<file path="config.mk">
export PLATFORM = sky130hd
export DESIGN_NAME = tws_cell
export DESIGN_NICKNAME = d
export VERILOG_FILES = /design/src/design/tws_pkg.sv /design/src/design/tws_cell.sv
export SDC_FILE = /design/constraint.sdc
export NUM_CORES = 1
export LEC_CHECK = 0
export BUFFER_PORTS_ARGS = -buffer_cell sky130_fd_sc_hd__buf_4
export CAP_MARGIN = 20
export CORE_MARGIN = 2
export CORE_UTILIZATION = 53
export DETAILED_ROUTE_END_ITERATION = 8
export PLACE_DENSITY = 0.86
export SLEW_MARGIN = 25
export SYNTH_ARGS = -nofsm -noshare
export SYNTH_HDL_FRONTEND = slang
export SYNTH_SLANG_ARGS = --single-unit
</file>
<file path="constraint.sdc">
create_clock -name clk_i -period 6.1 [get_ports clk_i]
set_input_delay 0.915 -clock clk_i [delete_from_list [all_inputs] [get_ports clk_i]]
set_output_delay 0.915 -clock clk_i [all_outputs]
set_load 0.01 [all_outputs]
</file>
<file path="src/design/tws_pkg.sv">
// ----------------------------------------------------------------------------
// tws_pkg
// Shared types and constants for the three-way quick sorter.
// ----------------------------------------------------------------------------
package tws_pkg;

  localparam int unsigned MaxElems   = 64;
  localparam int unsigned ValueWidth = 32;
  localparam int unsigned WordWidth  = 32;

  typedef struct packed {
    logic signed [WordWidth-1:0] value;
    logic                        is_last;
  } in_word_t;

  typedef struct packed {
    logic signed [WordWidth-1:0] sorted_value;
    logic                        last_out;
    logic                        overflow;
  } out_word_t;

  // per-cycle command from the controller to every cell
  typedef struct packed {
    logic insert;
    logic shift;
  } cell_ctrl_t;

  typedef enum logic [2:0] {
    StLoad  = 3'b001,
    StDrain = 3'b010,
    StEmit  = 3'b100
  } state_e;

endpackage

</file>
<file path="src/design/tws_cell.sv">
// ----------------------------------------------------------------------------
// tws_cell
// One sorting cell: keeps the smaller of its held value and the incoming
// carry, passes the larger one to the right; shifts left while emitting.
// ----------------------------------------------------------------------------
module tws_cell
  import tws_pkg::*;
#(
  parameter int unsigned ValueWidth = tws_pkg::ValueWidth
) (
  input  logic                  clk_i,
  input  logic                  rst_ni,
  input  cell_ctrl_t            ctrl_i,
  input  logic                  carry_valid_i,
  input  logic [ValueWidth-1:0] carry_value_i,
  input  logic                  next_full_i,
  input  logic [ValueWidth-1:0] next_value_i,
  output logic                  carry_valid_o,
  output logic [ValueWidth-1:0] carry_value_o,
  output logic                  full_o,
  output logic [ValueWidth-1:0] value_o
);

  logic                  carry_valid_q, carry_valid_d;
  logic [ValueWidth-1:0] carry_value_q;
  logic                  full_q, full_d;
  logic [ValueWidth-1:0] value_q, value_d;
  logic                  take_carry;

  assign take_carry = $signed(carry_value_q) < $signed(value_q);

  always_comb begin
    carry_valid_d = ctrl_i.insert & carry_valid_i;
    full_d        = full_q;
    value_d       = value_q;
    carry_valid_o = 1'b0;
    carry_value_o = carry_value_q;
    if (ctrl_i.shift) begin
      full_d  = next_full_i;
      value_d = next_value_i;
    end else if (carry_valid_q) begin
      if (!full_q) begin
        full_d  = 1'b1;
        value_d = carry_value_q;
      end else if (take_carry) begin
        // smaller word settles here, the held one moves on
        value_d       = carry_value_q;
        carry_valid_o = 1'b1;
        carry_value_o = value_q;
      end else begin
        carry_valid_o = 1'b1;
      end
    end
  end

  always_ff @(posedge clk_i or negedge rst_ni) begin
    if (!rst_ni) begin
      carry_valid_q <= 1'b0;
      full_q        <= 1'b0;
    end else begin
      carry_valid_q <= carry_valid_d;
      full_q        <= full_d;
    end
  end

  always_ff @(posedge clk_i) begin
    carry_value_q <= carry_value_i;
    value_q       <= value_d;
  end

  assign full_o  = full_q;
  assign value_o = value_q;

endmodule

</file>
Yosys cells after proc, flatten, opt, wreduce, memory -nomap -nowiden
Index checks and enable logic that the tools add are counted. W data, S select, Z words.

Bits in registers: 66. Input bits: 70. Word-level logic and storage cells: 22.

Magnitude comparators: 1. Equal/unequal tests: 1. Muxes and demuxes: 13. Bitwise gates (word level): 1. Reductions and logical operators: 2.

Operators by type and width (count): $mux W32 (8); $lt A32 B32 Y1 (1); $mux W1 (5); $ne A3 B2 Y1 const B (1); $reduce_and A2 Y1 (1); $reduce_bool A2 Y1 (1); $and A1 B1 Y1 (1).

Longest topological paths before layout
Depth after elaboration: 5. Depth in mapped cells: 11. Mapped depth without buffers: 9.

Worst setup path before layout
No wires, ideal clock.

Path kind: register to register. Start point: register value_q[7] (netlist: value_o[7]). End point: register value_q[0] (netlist: value_o[0]) (enable). Setup time: 0.480 ns. Arrival time: 4.456 ns. Data required time: 5.620 ns. Setup slack: 1.164 ns. Cell stages (with the launch flop): 10. Buffers on the path: 2. Period minus slack after synthesis: 4.936 ns. Path through: edfxtp_1 -> inv_1 -> ha_1 -> nand4_1 -> o311a_1 -> nor3_2 -> o31ai_2 -> buf_4 -> buf_6 -> a311oi_1.

Word-level cells in the longest chain between the ends: 3.

Ends and longest elaborated chain: start: declaration (line tws_cell.sv:27) `logic [ValueWidth-1:0] value_q, value_d;`; start signal: assignment (line tws_cell.sv:68) `value_q <= value_d;`; $lt A32 B32 Y1 (line tws_cell.sv:30) `assign take_carry = $signed(carry_value_q) < $signed(value_q);`; $ne A3 B2 Y1 (no line); $reduce_and A2 Y1 (no line).

No other way between the ends. A chain may end at the register's enable or synchronous reset.

Worst setup path in the final report
Start point: register value_q[31] (netlist: value_o[31]). End point: output carry_value_o[31].

Word-level cells in the longest chain between the ends: 5.

Ends and longest elaborated chain: $lt A32 B32 Y1 (line tws_cell.sv:30); $mux W32 (*) (line tws_cell.sv:45) `end else if (take_carry) begin`; $mux W32 (*) (line tws_cell.sv:42) `if (!full_q) begin`; $mux W32 (*) (line tws_cell.sv:41) `end else if (carry_valid_q) begin`; $mux W32 (*) (line tws_cell.sv:38) `if (ctrl_i.shift) begin`; end: declaration (line tws_cell.sv:19) `output logic [ValueWidth-1:0] carry_value_o,`.

Every way passes the cells marked *; elsewhere a longest branch is shown, timed or not.

==> out/metrics.csv <==
metric,value,unit
status,"complete, no violations",
crit_chain,inv_1 > ha_2 > nand4_1 > nor4_1 > o31ai_4 > buf_4 > a21oi_1 > mux2_2 > buf_4,
yosys_register_bits,66,
worst_slack,1.271,ns
slew_violations,0,
p_leak,2.611,nW
grt_usage,0.2520,
cts_setup_buffers,0,
viasPerCell,6.018,
ios,136,
max_stage_delay,0.79,ns
async_reset_ff_frac,0.03030,
critical_path.max_fanout,53,
gp_congestion,0.8148,
drive_above_1_share,0.3291,
met1_usage,0.3025,
final_util,0.6846,
syn-num-nets,613,
grt_pass1_vias,4229,
antenna_found_initial,0,
period_share,0.7917,
synth_area_per_cell,9.105,um^2
max-cap-violations,0,
clockRootBuffer,clkbuf_8,
ys.flop_type,edfxtp_1,
critPathRequiredTime,5.18,ns
finalNonFillerCells,734,
synth_cell_types,41,
crit_slowest_cell,ha_2,
vias,4417,
cp-end-kind,output pin,
worst_pin_slew,0.9992,ns
grt_pass1_wl,19.79,mm
netlist_instances,512,
rows,34,
routedWlPerCell,16.74,um
ant_nets,0,
grt.overflow.total,0,
timing.critical_path.mode_cell,buf_4,
cts_max_level,3,
clk_latency,0.35,ns
seq_area_frac_synth,0.3543,
drt-total-wl,12.29,mm
cp.arrival,3.91,ns
clk_path_buf_depth,2,
initial_utilization,0.5398,
syn_to_final_growth,26.81,%
antenna_cells,0,
drc,0,
setup_viol,0,
yosysWarnings,0,
cts_resized,0,
die-area,0.009562,mm^2
layout.nets,722,
fmax,207.1,MHz
clock-skew-final,0.007909,ns
synth_edf_count,32,
max-vdd-ir-drop,0.0001314,V
rsz0062_at_grt,false,
finalCriticalPeriod,4.829,ns
grt_use_met2,0.4393,
clk_pin_slew_worst_paths,0.08,ns
layout_common_cells,"buf_4 (142), a21oi_1 (45), nand2_1 (38), nand3_1 (34), mux2_2 (33)",
numCtsBuffers,9,
clock-sinks,66,
pre_cts_slack,1.582,ns
worstSetupStartpointType,flip-flop,
holdBufCountCts,0,
portBuffers,135,
die_x,97.79,um
die_h,97.79,um
finalHoldViolCount,0,
post-place-cells,717,
max_slew_margin,0.3339,
worst_hold_slack,0.3284,ns
power_density,240.7,mW/mm^2
worstHoldPathType,input port to asynchronous set/reset pin,
synthesis.area,0.004662,mm^2
top_usage_layer,met2,
fill_cells,694,
final_common_cell,buf_4,
gr-usage-met3,0.05369,
fin_setup_tns,0,ns
worst-setup-path-type,flip-flop to output pin,
cts_tree,built,
grt_max_degree,77,
core,0.008636,mm^2
drt_pre_antenna_iters,5,
drt-initial-drc-count,245,
post-dp-hpwl,8.446,mm
cell type report:
class                      instances  area [um^2]  share of cell area
clock inverter                     6        91.34             0.01545
sequential                        66         1652              0.2794
inverter                          32        120.1             0.02032
multi-input combinational        369         2705              0.4576
timing repair buffer             143         1081              0.1829
tap                              108        135.1             0.02286
clock buffer                      10        127.6             0.02159
per-stage QoR:
stage	power (mW)	area (um^2)
floorplan	0.8279	4662
global placement	0.9845	5678
detailed placement	1.006	5678
CTS	1.423	5897
global route	1.494	5912
finish	1.423	5912
where the power goes:
group	total, mW	internal [mW]	switching (mW)
Clock	0.417	0.232	0.185
Sequential	0.547	0.510	0.0368
Combinational	0.459	0.215	0.244
logic make-up (layout without fill, tap and decap cells):
group	after synthesis	count (layout)	synth area share
AO/OA/AOI/OAI	121	121	0.1860
adder cells (fa/ha/maj)	31	31	0.08320
buffers and inverters	77	191	0.07166
flip-flops	66	66	0.3543
multiplexers	33	33	0.07971
AND/OR/NAND/NOR	184	184	0.2252
registers in the layout, indices dropped and copies added, names as in the netlist:
signal	flops
carry_valid_q	1
value_o	32
carry_value_q	32
full_o	1
worst max-delay path, delay by kind of cell (launching register included):
family / cells / cell delay, ns
buffers and inverters: 3 / 0.56
flip-flops: 1 / 0.37
AND/OR/NAND/NOR: 2 / 0.89
AO/OA/AOI/OAI: 2 / 0.57
adder cells (fa/ha/maj): 1 / 0.79
multiplexers: 1 / 0.37
Yosys cell counts (2+ instances only):
library cell / instances / area, um^2
buf_6: 3 / 33.78
a2bb2oi_2: 8 / 120.1
nand3_1: 34 / 170.2
ha_1: 31 / 387.9
buf_2: 12 / 60.06
nor2_1: 4 / 15.01
o21ai_0: 4 / 20.02
edfxtp_1: 32 / 960.9
nand3b_1: 32 / 240.2
buf_4: 2 / 15.01
a21oi_1: 45 / 225.2
mux2_2: 33 / 371.6
or3_1: 30 / 187.7
dfrtp_1: 2 / 50.05
a21o_1: 3 / 22.52
dfxtp_1: 32 / 640.6
nand2_1: 38 / 142.6
nand4_1: 7 / 43.79
and3_1: 30 / 187.7
a2bb2oi_1: 22 / 192.7
clkbuf_1: 27 / 101.4
a31oi_1: 31 / 193.9
inv_1: 32 / 120.1
worst paths after layout:
check / start / to / slack [ns] / cells after the start
worst max-delay path: value_o[31] / carry_value_o[31] / 1.27 / 9
worst min-delay path: rst_ni / full_o / 0.33 / 1
worst max register to register: value_o[31] / value_o[10] / 1.90 / 7
worst min register to register: carry_valid_q / full_o / 0.58 / 2
max in group asynchronous: rst_ni / carry_valid_q / 5.69 / 1
min in group clk_i: carry_valid_q / full_o / 0.58 / 2
metal layers:
| metal | share of wire | vias to the layer above | routed length, um |
|---|---|---|---|
| met5 | 0 | - | 0 |
| met4 | 0.023 | 0 | 277 |
| met3 | 0.059 | 25 | 722 |
| met2 | 0.51 | 153 | 6222 |
| met1 | 0.41 | 2103 | 5063 |
| li1 | - | 2136 | - |
(Power assumes the default switching activity.)
